[src/rtl/assert_macros.svh]
// Assertion macros used by the top level of the base64 codec.
`ifndef ASSERT_MACROS_SVH
`define ASSERT_MACROS_SVH

`ifndef SYNTH

// Concurrent assertion that is switched off while reset is asserted.
`define B64C_ASSERT_RST(label, clk, rstn, prop, msg) \
  label: assert property (@(posedge clk) disable iff (!(rstn)) (prop)) else $error(msg);

// Concurrent assertion that is checked at every rising clock edge, in reset too.
`define B64C_ASSERT_ALWAYS(label, clk, prop, msg) \
  label: assert property (@(posedge clk) (prop)) else $error(msg);

`else

`define B64C_ASSERT_RST(label, clk, rstn, prop, msg)
`define B64C_ASSERT_ALWAYS(label, clk, prop, msg)

`endif

`endif

[src/rtl/b64c_pkg.sv]
// Package with the types, constants and alphabet functions of the base64 codec.
`default_nettype none

package b64c_pkg;

  localparam int unsigned PADDR_W  = 2;
  localparam int unsigned PDATA_W  = 32;
  localparam int unsigned GRP_MAX  = 4;

  localparam logic [PADDR_W-1:0] ADDR_MODE = 2'd0;

  localparam logic [7:0] CHAR_EQ    = 8'h3D;
  localparam logic [7:0] CHAR_NL    = 8'h0A;
  localparam logic [7:0] CHAR_PLUS  = 8'h2B;
  localparam logic [7:0] CHAR_SLASH = 8'h2F;
  localparam logic [7:0] CHAR_UA    = 8'h41;
  localparam logic [7:0] CHAR_UZ    = 8'h5A;
  localparam logic [7:0] CHAR_LA    = 8'h61;
  localparam logic [7:0] CHAR_LZ    = 8'h7A;
  localparam logic [7:0] CHAR_D0    = 8'h30;
  localparam logic [7:0] CHAR_D9    = 8'h39;

  typedef enum logic {
    MODE_ENC = 1'b0,
    MODE_DEC = 1'b1
  } b64c_mode_e;

  // Results caused by one input transaction, held until all are sent.
  typedef struct packed {
    logic [2:0]            cnt;
    logic [GRP_MAX-1:0][7:0] data;
    logic [GRP_MAX-1:0]    dvalid;
    logic [GRP_MAX-1:0]    last;
  } b64c_grp_t;

  // Status of the result queue as seen by the top level.
  typedef struct packed {
    logic [2:0] remaining;
    logic       can_load;
  } b64c_qstat_t;

  function automatic logic [7:0] sym_to_char(input logic [5:0] v);
    logic [7:0] r;
    if (v < 6'd26) begin
      r = 8'(CHAR_UA + {2'b00, v});
    end else if (v < 6'd52) begin
      r = 8'(CHAR_LA + {2'b00, v} - 8'd26);
    end else if (v < 6'd62) begin
      r = 8'(CHAR_D0 + {2'b00, v} - 8'd52);
    end else if (v == 6'd62) begin
      r = CHAR_PLUS;
    end else begin
      r = CHAR_SLASH;
    end
    return r;
  endfunction

  // Characters outside the alphabet decode as 63.
  function automatic logic [5:0] char_to_sym(input logic [7:0] ch);
    logic [5:0] r;
    if (ch >= CHAR_UA && ch <= CHAR_UZ) begin
      r = 6'(ch - CHAR_UA);
    end else if (ch >= CHAR_LA && ch <= CHAR_LZ) begin
      r = 6'(ch - CHAR_LA + 8'd26);
    end else if (ch >= CHAR_D0 && ch <= CHAR_D9) begin
      r = 6'(ch - CHAR_D0 + 8'd52);
    end else if (ch == CHAR_PLUS) begin
      r = 6'd62;
    end else begin
      r = 6'd63;
    end
    return r;
  endfunction

endpackage

`default_nettype wire

[src/rtl/b64c_step.sv]
// Stream state and the single-pass logic that turns one input item into a result group.
`default_nettype none

module b64c_step (
  input  logic               clk_i,
  input  logic               rst_ni,
  input  b64c_pkg::b64c_mode_e mode_i,
  input  logic               clear_i,
  input  logic               accept_i,
  input  logic [7:0]         data_in_i,
  input  logic               last_in_i,
  output b64c_pkg::b64c_grp_t grp_o
);
  import b64c_pkg::*;

  logic [1:0] phase_q, phase_d;
  logic [7:0] carry_q, carry_d;
  logic       ended_q, ended_d;
  logic [2:0] n;
  logic [5:0] v;

  always_comb begin
    grp_o   = '0;
    phase_d = phase_q;
    carry_d = carry_q;
    ended_d = ended_q;
    n       = 3'd0;
    v       = char_to_sym(data_in_i);

    if (mode_i == MODE_ENC) begin
      case (phase_q)
        2'd1: begin
          grp_o.data[0] = sym_to_char({carry_q[1:0], data_in_i[7:4]});
          carry_d       = {4'b0000, data_in_i[3:0]};
          phase_d       = 2'd2;
          n             = 3'd1;
          if (last_in_i) begin
            grp_o.data[1] = sym_to_char({data_in_i[3:0], 2'b00});
            grp_o.data[2] = CHAR_EQ;
            n             = 3'd3;
          end
        end
        2'd2: begin
          grp_o.data[0] = sym_to_char({carry_q[3:0], data_in_i[7:6]});
          grp_o.data[1] = sym_to_char(data_in_i[5:0]);
          carry_d       = 8'd0;
          phase_d       = 2'd0;
          n             = 3'd2;
        end
        default: begin
          // Phase three never occurs when encoding and acts as phase zero.
          grp_o.data[0] = sym_to_char(data_in_i[7:2]);
          carry_d       = {6'b000000, data_in_i[1:0]};
          phase_d       = 2'd1;
          n             = 3'd1;
          if (last_in_i) begin
            grp_o.data[1] = sym_to_char({data_in_i[1:0], 4'b0000});
            grp_o.data[2] = CHAR_EQ;
            grp_o.data[3] = CHAR_EQ;
            n             = 3'd4;
          end
        end
      endcase
    end else if (!ended_q && data_in_i != CHAR_NL) begin
      if (data_in_i == CHAR_EQ) begin
        ended_d = 1'b1;
      end else begin
        case (phase_q)
          2'd0: begin
            carry_d = {v, 2'b00};
          end
          2'd1: begin
            grp_o.data[0] = carry_q | {6'b000000, v[5:4]};
            carry_d       = {v[3:0], 4'b0000};
            n             = 3'd1;
          end
          2'd2: begin
            grp_o.data[0] = carry_q | {4'b0000, v[5:2]};
            carry_d       = {v[1:0], 6'b000000};
            n             = 3'd1;
          end
          default: begin
            grp_o.data[0] = carry_q | {2'b00, v};
            carry_d       = 8'd0;
            n             = 3'd1;
          end
        endcase
        phase_d = 2'(phase_q + 2'd1);
      end
    end

    for (int i = 0; i < GRP_MAX; i++) begin
      grp_o.dvalid[i] = (3'(i) < n);
    end

    if (last_in_i) begin
      // A final item that yields nothing still ends the stream with an empty marker.
      if (n == 3'd0) begin
        n = 3'd1;
      end
      grp_o.last[2'(n - 3'd1)] = 1'b1;
      phase_d = 2'd0;
      carry_d = 8'd0;
      ended_d = 1'b0;
    end
    grp_o.cnt = n;
  end

  always_ff @(posedge clk_i or negedge rst_ni) begin
    if (!rst_ni) begin
      phase_q <= 2'd0;
      carry_q <= 8'd0;
      ended_q <= 1'b0;
    end else if (clear_i) begin
      phase_q <= 2'd0;
      carry_q <= 8'd0;
      ended_q <= 1'b0;
    end else if (accept_i) begin
      phase_q <= phase_d;
      carry_q <= carry_d;
      ended_q <= ended_d;
    end
  end

endmodule

`default_nettype wire

[src/rtl/b64c_outq.sv]
// Result register that holds one group and sends its entries one per cycle while the output is not stalled.
`default_nettype none

module b64c_outq (
  input  logic                clk_i,
  input  logic                rst_ni,
  input  logic                load_i,
  input  b64c_pkg::b64c_grp_t grp_i,
  input  logic                out_stall_i,
  output logic                out_valid_o,
  output logic [7:0]          data_out_o,
  output logic                data_valid_o,
  output logic                last_out_o,
  output b64c_pkg::b64c_qstat_t stat_o
);
  import b64c_pkg::*;

  b64c_grp_t  grp_q;
  logic [2:0] rem_q;
  logic [1:0] idx_q;
  logic       take;

  assign out_valid_o  = (rem_q != 3'd0);
  assign take         = out_valid_o && !out_stall_i;
  assign data_out_o   = grp_q.data[idx_q];
  assign data_valid_o = grp_q.dvalid[idx_q];
  assign last_out_o   = grp_q.last[idx_q];

  // A new group may enter as the last entry of the current one leaves.
  assign stat_o.remaining = rem_q;
  assign stat_o.can_load  = (rem_q == 3'd0) || (rem_q == 3'd1 && take);

  always_ff @(posedge clk_i or negedge rst_ni) begin
    if (!rst_ni) begin
      rem_q <= 3'd0;
      idx_q <= 2'd0;
    end else if (load_i) begin
      rem_q <= grp_i.cnt;
      idx_q <= 2'd0;
    end else if (take) begin
      rem_q <= rem_q - 3'd1;
      idx_q <= idx_q + 2'd1;
    end
  end

  always_ff @(posedge clk_i) begin
    if (load_i) begin
      grp_q <= grp_i;
    end
  end

endmodule

`default_nettype wire

[src/rtl/base64_stream_codec.sv]
// Top level of the streaming base64 codec: configuration port, state logic and result queue.
//
//   channel  direction  handshake                  payload
//   input    in         in_valid_i / in_stall_o    data_in_i, last_in_i
//   output   out        out_valid_o / out_stall_i  data_out_o, data_valid_o, last_out_o
//   config   in         APB write, pready high     mode at byte address 0
//
// An input item is processed in the cycle it is accepted and its results appear the next cycle.
// The single output port sends one result per cycle while out_stall_i is low, so an item causing
// several results holds the input side until its last result leaves; a byte causes up to two, a final byte up to four.
// Reset clears the mode to encode and the stream state; there is no clearing pass.
// An output stall holds the current result and stalls the input once the queue is full.
`default_nettype none
`include "assert_macros.svh"

module base64_stream_codec (
  input  logic                          clk_i,
  input  logic                          rst_ni,
  input  logic                          psel,
  input  logic                          penable,
  input  logic                          pwrite,
  input  logic [b64c_pkg::PADDR_W-1:0]  paddr,
  input  logic [b64c_pkg::PDATA_W-1:0]  pwdata,
  output logic [b64c_pkg::PDATA_W-1:0]  prdata,
  output logic                          pready,
  input  logic                          in_valid_i,
  output logic                          in_stall_o,
  input  logic [7:0]                    data_in_i,
  input  logic                          last_in_i,
  output logic                          out_valid_o,
  input  logic                          out_stall_i,
  output logic [7:0]                    data_out_o,
  output logic                          data_valid_o,
  output logic                          last_out_o
);
  import b64c_pkg::*;

  b64c_mode_e  mode_q;
  logic        cfg_wr;
  logic        mode_wr;
  logic        in_acc;
  b64c_grp_t   grp;
  b64c_qstat_t qstat;

  assign pready  = 1'b1;
  assign cfg_wr  = psel && penable && pwrite && pready;
  assign mode_wr = cfg_wr && (paddr == ADDR_MODE);
  assign prdata  = (paddr == ADDR_MODE) ? {{(PDATA_W-1){1'b0}}, mode_q} : '0;

  always_ff @(posedge clk_i or negedge rst_ni) begin
    if (!rst_ni) begin
      mode_q <= MODE_ENC;
    end else if (mode_wr) begin
      mode_q <= b64c_mode_e'(pwdata[0]);
    end
  end

  assign in_stall_o = !qstat.can_load;
  assign in_acc     = in_valid_i && !in_stall_o;

  b64c_step u_step (
    .clk_i     (clk_i),
    .rst_ni    (rst_ni),
    .mode_i    (mode_q),
    .clear_i   (mode_wr),
    .accept_i  (in_acc),
    .data_in_i (data_in_i),
    .last_in_i (last_in_i),
    .grp_o     (grp)
  );

  b64c_outq u_outq (
    .clk_i        (clk_i),
    .rst_ni       (rst_ni),
    .load_i       (in_acc && (grp.cnt != 3'd0)),
    .grp_i        (grp),
    .out_stall_i  (out_stall_i),
    .out_valid_o  (out_valid_o),
    .data_out_o   (data_out_o),
    .data_valid_o (data_valid_o),
    .last_out_o   (last_out_o),
    .stat_o       (qstat)
  );

  // With more than one result still queued there is no room for another group.
  `B64C_ASSERT_RST(a_stall_when_busy, clk_i, rst_ni, (qstat.remaining > 3'd1) |-> in_stall_o, "input not stalled while results are queued")
  // The final item of a stream always produces at least one result.
  `B64C_ASSERT_RST(a_last_gives_result, clk_i, rst_ni, (in_acc && last_in_i) |=> out_valid_o, "final transaction produced no result")
  // An empty result is only ever the end-of-stream marker.
  `B64C_ASSERT_RST(a_empty_is_last, clk_i, rst_ni, (out_valid_o && !data_valid_o) |-> last_out_o, "empty result without last flag")

endmodule

`default_nettype wire
[config.mk]
export PLATFORM = sky130hd
export DESIGN_NAME = base64_stream_codec
export DESIGN_NICKNAME = d
export VERILOG_FILES = /design/src/rtl/b64c_pkg.sv /design/src/rtl/b64c_step.sv /design/src/rtl/b64c_outq.sv /design/src/rtl/base64_stream_codec.sv
export VERILOG_INCLUDE_DIRS = /design/src /design/src/rtl
export SDC_FILE = /design/constraint.sdc
export NUM_CORES = 1
export LEC_CHECK = 0
export ABC_AREA = 1
export BUFFER_PORTS_ARGS = -buffer_cell sky130_fd_sc_hd__buf_2
export CAP_MARGIN = 5
export CORE_MARGIN = 3
export CORE_UTILIZATION = 45
export DETAILED_ROUTE_END_ITERATION = 12
export PLACE_DENSITY = 0.67
export SYNTH_ARGS = -nofsm -noshare
export SYNTH_HDL_FRONTEND = slang
export SYNTH_SLANG_ARGS = --single-unit
[constraint.sdc]
create_clock -name clk_i -period 2.59 [get_ports clk_i]
set_input_delay 0.259 -clock clk_i [delete_from_list [all_inputs] [get_ports clk_i]]
set_output_delay 0.259 -clock clk_i [all_outputs]
set_load 0.02 [all_outputs]
=== After elaboration in Yosys (flattened, before gate mapping) ===
Index checks and enable logic that the tools add are counted.

* Add/subtract/negate cells: 39
* $mul: 0
* Divide/modulo/power cells: 0
* Magnitude comparators: 31
* Eq/ne operators: 12
* Shifts and indexed selects: 0
* Muxes and demuxes: 78
* Bitwise operators: 3
* Reduce and logical (&&, ||, !) cells: 30

{| class="wikitable"
|+ Operators by type and width
! operator !! number
|-
| $mux W8 || 28
|-
| $add A7 B6 Y8 const A || 12
|-
| $lt A6 B6 Y1 const B || 12
|-
| $pmux W8 S3 || 2
|-
| $sub A8 B5 Y8 const B || 6
|-
| $sub A8 B6 Y8 const B || 6
|-
| $add A6 B6 Y7 const A || 6
|-
| $mux W3 || 13
|-
| $lt A6 B5 Y1 const B || 6
|-
| $pmux W16 S2 || 1
|-
| $eq A6 B6 Y1 const B || 4
|-
| $mux W22 || 1
|-
| $mux W2 || 9
|-
| $mux W6 || 3
|-
| $bmux W8 S2 || 1
|-
| $eq A8 B6 Y1 const B || 2
|-
| $ge A8 B7 Y1 const B || 2
|-
| $le A8 B7 Y1 const B || 2
|-
| $pmux W8 S2 || 1
|-
| $reduce_bool A3 Y1 || 5
|-
| $mux W14 || 1
|-
| $logic_and A1 B1 Y1 || 12
|-
| $mux W1 || 12
|-
| $sub A6 B6 Y6 const B || 2
|-
| 34 further kinds || 44
|}

* Bits in registers: 57
* Bits in latches: 0
* RAM bits: 0
* ROM bits: 0
* Output and inout bits: 45
* Memories: 0

=== Logic depth before layout (Yosys ltp) ===
Gate-level depths: netlist (run 1).

* Depth after elaboration: 13
* Depth in mapped cells: 18
* Gate-level depth less buffers: 16

=== Hierarchy ===
From an unflattened synthesis (run 1), not the netlist that was laid out.

* Cell total of the unflattened synthesis: 907
* Area total of the unflattened synthesis: 6118.4 µm²

{| class="wikitable"
|+ Modules (own cells, without submodules)
! module !! times used !! cells each !! area an instance (µm²)
|-
| b64c_step || 1 || 686 || 3776.1
|-
| b64c_outq || 1 || 166 || 1976.9
|-
| base64_stream_codec || 1 || 55 || 365.4
|}

=== Worst setup path before layout (run 1) ===
No wires, ideal clock.

* Path type: input port to flip-flop
* Start: input data_in_i[4]
* End: register u_outq.grp_q[0] (netlist bit), enable pin
* Arrival time: 1919 ps
* Path slack: 310 ps
* Stages: 13
* Path buffers: 2
* Path through: buf_4 > inv_2 > buf_4 > ha_1 > nand2_1 > o21bai_1 > nor3_2 > nand2_1 > nand2_2 > nor2_1 > nand2_1 > nand2_2 > inv_2

* Word-level cells in the longest chain between the ends: 10
* Elaborated cells on any way between the ends: 12
* Classes of those cells: eq/ne: 2; mux: 6; reduce/logical: 4

{| class="wikitable"
|+ RTL lines
! item !! RTL line !! text
|-
| start, declared || base64_stream_codec.sv:28 || <nowiki>input logic [7:0] data_in_i,</nowiki>
|-
| $eq A8 B6 Y1 or $ne A8 B4 Y1 (tied branches) || b64c_step.sv:65, b64c_step.sv:64 ||
|-
| $mux W3 or $logic_and A1 B1 Y1 (tied branches) || b64c_step.sv:65, b64c_step.sv:64 ||
|-
| $mux W3 (*) || b64c_step.sv:64 || <nowiki>end else if (!ended_q && data_in_i != CHAR_NL) begin</nowiki>
|-
| $mux W3 (*) || b64c_step.sv:30 || <nowiki>if (mode_i == MODE_ENC) begin</nowiki>
|-
| $logic_not A3 Y1 || b64c_step.sv:98 || <nowiki>if (n == 3'd0) begin</nowiki>
|-
| $mux W3 || b64c_step.sv:98 ||
|-
| $mux W3 || b64c_step.sv:96 || <nowiki>if (last_in_i) begin</nowiki>
|-
| $mux W3 (*) || b64c_step.sv:96 ||
|-
| $reduce_bool A3 Y1 (*) || base64_stream_codec.sv:75 || <nowiki>.load_i (in_acc && (grp.cnt != 3'd0)),</nowiki>
|-
| $logic_and A1 B1 Y1 (*) || base64_stream_codec.sv:75 ||
|-
| via u_outq.load_i || b64c_outq.sv:7 || <nowiki>input logic load_i,</nowiki>
|-
| end signal, assigned || b64c_outq.sv:48 || <nowiki>grp_q <= grp_i;</nowiki>
|-
| end, declared || b64c_outq.sv:18 || <nowiki>b64c_grp_t grp_q;</nowiki>
|}

The timed path passes the listed nets; every way through them passes the cells marked *. The select of a mux whose other input is x is not followed.
A chain may end at the register's enable or synchronous reset.

==> results of run 1 <==
## worst paths after layout
| kind | from | end | slack (ns) | cells past startpoint |
|---|---|---|---|---|
| max reg2reg | u_step.carry_q[3]$_DFFE_PN0P_ | u_outq.grp_q[11]$_DFFE_PP_ | 0.26 | 9 |
| max | u_step.carry_q[3]$_DFFE_PN0P_ | u_outq.grp_q[11]$_DFFE_PP_ | 0.26 | 9 |
| max in group asynchronous | rst_ni | u_outq.rem_q[1]$_DFFE_PN0P_ | 1.88 | 2 |
| min | pwdata[0] | mode_q$_DFFE_PN0P_ | 0.18 | 3 |
| min in group asynchronous | rst_ni | u_outq.rem_q[2]$_DFFE_PN0P_ | 0.43 | 2 |
| min reg2reg | u_step.carry_q[5]$_DFFE_PN0P_ | u_step.carry_q[5]$_DFFE_PN0P_ | 0.49 | 2 |
## power groups by stage
stage	Sequential, mW	Combinational [mW]	Clock (mW)
after floorplan	1.16	2.39	0
after global placement	1.21	3.37	0
after detailed placement	1.21	3.40	0
after CTS	1.20	3.42	0.730
after global routing	1.23	3.85	0.762
final	1.21	3.47	0.723
## worst max-delay path: stages (launching register included)
cell	delay, ns
dfrtp_1	0.45
inv_1	0.23
ha_1	0.19
inv_1	0.05
o21ai_2	0.31
inv_2	0.14
o31ai_1	0.27
nand2_1	0.13
a21oi_1	0.17
nand2_1	0.12
## Yosys cell counts (all sizes together), types with 2 or more instances
master    n
o31ai     4
edfxtp   26
buf      53
dfrtp    17
a31oi    10
nand4     6
o21ai    89
xor2     13
a32oi     2
ha       36
a22oi     2
clkbuf    7
and3      2
a21oi    53
o211ai   14
inv      95
nand2   204
nand3    66
or2       5
nor3      9
o22ai     4
nor4      3
conb      2
nor2     85
## kinds of logic after synthesis
logic type | Yosys count | share of synthesized area, %
and+or+nand+nor | 382 | 31.5
muxes | 1 | 0.191
DFF | 43 | 23.0
buffers and inverters | 156 | 14.8
adders and majority gates | 36 | 8.59
xor gates and xnor gates | 14 | 2.34
AOI/OAI and AO/OA | 182 | 19.5
other | 2 | 0.143
## final cells by class
type | instances | area (µm²) | area share [%]
inverters | 96 | 368 | 6.22
flip-flops and latches | 43 | 1210 | 20.4
clock buffers | 5 | 125 | 2.12
multi-input cells | 647 | 3380 | 57.2
well taps | 140 | 175 | 2.96
clock inverters | 3 | 43.8 | 0.741
repair buffers | 90 | 613 | 10.4
## sequential cells by signal, summed over array words and instances, names as in the netlist
register        cells
u_outq.grp_q       26
u_step.carry_q      8
u_outq.rem_q        3
u_outq.idx_q        2
u_step.phase_q      2
mode_q              1
u_step.ended_q      1
## stage by stage
| stage | util [%] | cells | setup WS (ns) | hold WS [ns] |
|---|---|---|---|---|
| finish | 53.1 | 1024 | 0.258 | 0.184 |
| global route | 53.1 | 1024 | 0.108 | 0.187 |
| CTS | 53.1 | 1024 | 0.287 | 0.182 |
| detailed placement | 51.5 | 1015 | 0.243 | 0.205 |
| global placement | 51.5 | 1015 | 0.235 | 0.198 |
| floorplan | - | 846 | 0.310 | -0.0366 |
## routing by layer
layer	track usage, %	vias up
li1	-	2778
met1	33.9	2477
met2	39.1	223
met3	2.76	16
met4	4.99	0
met5	0	-
==> reports/results.ini, run 1 <==
[status]
outcome = complete, no violations

[logic_synthesis]
ys_async_sr_fraction_pct = 39.5
ys_seq_area_share_pct = 23.0
synthFlopType = edfxtp_1
synthCells = 816
synth.area.top_cells = edfxtp_1, nand2_1, ha_1
yosys.area.top_type = edfxtp_1
avgSynthCellArea_um2 = 6.43
netlist.area_leader.share_pct = 14.9
ys_seq_elements = 43
yosys_warnings = 0
syn-cell-area_um2 = 5250
synth_cell_types = 51
synth_edf_count = 26

[placement]
globalplace.congestion = 0.975
port_buffers = 31
place_hpwl_um = 12700
post_dp_cell_area_um2 = 5730

[clock_tree]
cts_hold_buf = 1
postCtsSetupBuffers = 0
htreeDepth = 2
clk_pin_slew_ns = 0.06
worstSkewPairLatency_ns = 0.28
cts_buffer_depth = 2
cts_resized = 0
numCtsBuffers = 5
cts-root-buf = clkbuf_16
clock_sinks = 43
cts_tree = built

[power]
ir_worst_vdd_mv = 0.789
internal-power_mw = 2.70
switching_power_mw = 2.71
share_comb_of_total_power_pct = 64.3
p_leak_nw = 2.90
swShare_pct = 50.1
clkPwrFrac_pct = 13.4
design_power_total_mw = 5.40
power.density_nw_per_um2 = 914
seqPwrFrac_pct = 22.3

[sta]
fin_skew_ns = 0.00912
finalCritPeriodShare_pct = 90.0
tns_ns = 0
fmax_mhz = 429
hold_viol = 0
finalSetupViolations = 0
fin_crit_ns = 2.33
slew_violations = 0
rsz0062_at_grt = no

[layout]
n_fill_cell = 1159
diodes = 0
mostFrequentLayoutCells = nand2_1, nor2_1, o21ai_0
drive_gt1_share_pct = 16.9
synthToLayoutAreaGrowth_pct = 12.6
final_common_cell = nand2_1
final_area_um2 = 5910
nets = 969

[detailed_routing]
first_pass_iters = 5
met2RoutedLength_um = 7220
wl_met3_um = 1110
drcViolationCount = 0
top_layer_used = met4
wl_per_cell_um = 15.4
via_per_inst = 5.37
ant_nets = 0
wl_um = 15800
drt-initial-drc-count = 467
met1Wirelength_um = 7210
vias = 5494

[floorplanning]
ios = 95
fp.coreArea_um2 = 11100
start_util_pct = 47.2
rows = 38
die_area_um2 = 13000
fp.dieH_um = 114
die_x_um = 114

[grt]
antenna_found_initial = 0
grt_usage_pct = 23.8
grt_pass1_vias = 4826
grt_pass1_wl_um = 25000
globalRoute.totalOverflow = 0
grt_max_degree = 28

[setup_path]
worstPathRequired_ns = 2.61
cp_max_fo = 8
crit_type = register to register
cp-start-kind = register
worst_setup_path_end_kind = register
crit_arrival_ns = 2.35

[job]
cap_violations = 0

[min_path]
min_path_type = input pin to register

Note: power is estimated with default switching activity, not from simulation.
==> inputs of run 2 (changes only) <==
--- a/config.mk
+++ b/config.mk
@@ -12,7 +12,7 @@
 export CORE_MARGIN = 3
 export CORE_UTILIZATION = 45
 export DETAILED_ROUTE_END_ITERATION = 12
-export PLACE_DENSITY = 0.67
+export PLACE_DENSITY = 0.66
 export SYNTH_ARGS = -nofsm -noshare
 export SYNTH_HDL_FRONTEND = slang
 export SYNTH_SLANG_ARGS = --single-unit
==> reports/results.ini, run 2 (synthesis results as in run 1) <==
[floorplanning]
die_x_um = 114  ; unchanged
die_area_um2 = 13000  ; unchanged
start_util_pct = 47.2  ; unchanged
fp.dieH_um = 114  ; unchanged
ios = 95  ; unchanged
fp.coreArea_um2 = 11100  ; unchanged
rows = 38  ; unchanged

[min_path]
hold_path_depth = 3  ; unchanged
min_path_type = input pin to register  ; unchanged

[setup_path]
worst_setup_path_end_kind = register  ; unchanged
worstPathRequired_ns = 2.61  ; about the same
crit_type = register to register  ; unchanged
r2r_cells = 9  ; unchanged
crit_arrival_ns = 2.35  ; about the same
cp_max_fo = 9  ; was 8
cp-start-kind = register  ; unchanged

[clock_tree]
worstSkewPairLatency_ns = 0.28  ; about the same
clock_sinks = 43  ; unchanged
cts_tree = built  ; unchanged
postCtsSetupBuffers = 0  ; unchanged
htreeDepth = 2  ; unchanged
cts-root-buf = clkbuf_16  ; unchanged
numCtsBuffers = 5  ; unchanged
cts_buffer_depth = 2  ; unchanged
clk_pin_slew_ns = 0.06  ; about the same

[detailed_routing]
drcViolationCount = 0  ; unchanged
first_pass_iters = 5  ; unchanged
wl_um = 15900  ; was 15800 µm
vias = 5570  ; was 5494
drt-initial-drc-count = 417  ; was 467
ant_nets = 0  ; unchanged
via_per_inst = 5.41  ; was 5.37
wl_per_cell_um = 15.5  ; was 15.4 µm

[power]
swShare_pct = 49.7  ; was 50.1%
p_leak_nw = 2.91  ; was 2.90 nW
ir_worst_vdd_mv = 0.638  ; was 0.789 mV
share_comb_of_total_power_pct = 64.8  ; was 64.3%
power.density_nw_per_um2 = 897  ; was 914 nW/µm²
switching_power_mw = 2.64  ; was 2.71 mW
design_power_total_mw = 5.31  ; was 5.40 mW
seqPwrFrac_pct = 22.9  ; was 22.3%
internal-power_mw = 2.67  ; was 2.70 mW
clkPwrFrac_pct = 12.2  ; was 13.4%

[layout]
synthToLayoutAreaGrowth_pct = 13.0  ; was 12.6%
largest_registers = u_outq.grp_q (26), u_step.carry_q (8), u_outq.rem_q (3)  ; unchanged
top_register = u_outq.grp_q  ; unchanged
final_util_pct = 53.3  ; was 53.1%
mostFrequentLayoutCells = nand2_1, nor2_1, o21ai_0  ; unchanged
drive_gt1_share_pct = 17.1  ; was 16.9%
largest_register_ffs = 26  ; unchanged
final_common_cell = nand2_1  ; unchanged
nets = 974  ; was 969
layoutNonFillerInstCount = 1029  ; was 1024
diodes = 0  ; unchanged

[grt]
grt_max_degree = 29  ; was 28
antenna_found_initial = 0  ; unchanged
grt_usage_pct = 24.6  ; was 23.8%
grt_pass1_vias = 5258  ; was 4826
grt_pass1_wl_um = 25900  ; was 25000 µm
globalRoute.totalOverflow = 0  ; unchanged

[sta]
rsz0062_at_grt = no  ; unchanged
fmax_mhz = 429  ; about the same
finalCritPeriodShare_pct = 90.0  ; about the same
slew_violations = 0  ; unchanged
hold_ws_ns = 0.193  ; was 0.184 ns
hold_viol = 0  ; unchanged
finalSetupViolations = 0  ; unchanged
tns_ns = 0  ; unchanged
fin_crit_ns = 2.33  ; about the same
fin_skew_ns = 0.00674  ; was 0.00912 ns

[placement]
dp_cells = 1020  ; was 1015
place_hpwl_um = 13100  ; was 12700 µm
globalplace.congestion = 0.947  ; was 0.975
port_buffers = 31  ; unchanged

[job]
cap_violations = 0  ; unchanged

[status]
outcome = complete, no violations  ; unchanged

-- run 2: changes by cell type in the layout (fill, tap and decap cells not counted), sizes merged --
| cell | delta |
|---|---|
| clkinv | -2 |
| clkbuf | +3 |
| buf | +5 |
| bufinv | -1 |
-- run 2: final cells by class --
cell class              count  area [µm²]
clock buffers               8         158
fillers                  1119        5200
inverters                  96         370
multi-input cells         647        3380
flip-flops and latches     43        1210
well taps                 140         175
repair buffers             95         638
-- run 2: per-stage QoR --
step	area, µm²	setup WS (ns)
after floorplan	5360	0.310
after global placement	5760	0.220
after detailed placement	5760	0.189
after CTS	5920	0.169
after global routing	5930	0.0990
final	5930	0.259
-- run 2: final timing paths --
kind	slack, ns	start	end
worst max-delay path	0.26	u_step.carry_q[0]$_DFFE_PN0P_	u_outq.grp_q[8]$_DFFE_PP_
worst max register to register	0.26	u_step.carry_q[0]$_DFFE_PN0P_	u_outq.grp_q[8]$_DFFE_PP_
worst min-delay path	0.19	pwdata[0]	mode_q$_DFFE_PN0P_
max in group asynchronous	1.87	rst_ni	u_step.carry_q[7]$_DFFE_PN0P_
min in group asynchronous	0.44	rst_ni	u_outq.rem_q[0]$_DFFE_PN0P_
worst min register to register	0.49	u_step.carry_q[5]$_DFFE_PN0P_	u_step.carry_q[5]$_DFFE_PN0P_
-- run 2: critical path, cell delays in order, from the launching register on --
cell and delay, ns:
dfrtp_1 0.47, inv_2 0.18, ha_1 0.20, a21oi_1 0.09, o21ai_2 0.32, inv_2 0.15, nor4_1 0.21, o21ai_0 0.13
a21oi_1 0.20, nand2_1 0.12
-- run 2: metal layers --
layer / vias up / track usage [%] / share of wire, %
li1: 2787 / - / -
met1: 2534 / 33.5 / 45
met2: 218 / 40.9 / 46
met3: 31 / 2.97 / 6.7
met4: 0 / 7.44 / 2.6
met5: - / 0 / 0
-- run 2: repair_timing --
item / CTS / global route
hold buffers: 1 / 0
hold endpoints to repair: 17 / 0
setup endpoints to repair: 0 / 26
gates resized for setup: 0 / 2
-- run 2: power by group through the flow --
stage	combinational [mW]	clock, mW	sequential [mW]
floorplan	2.39	0	1.16
global placement	3.35	0	1.22
detailed placement	3.40	0	1.23
CTS	3.41	0.665	1.22
global route	3.86	0.690	1.24
finish	3.45	0.651	1.22
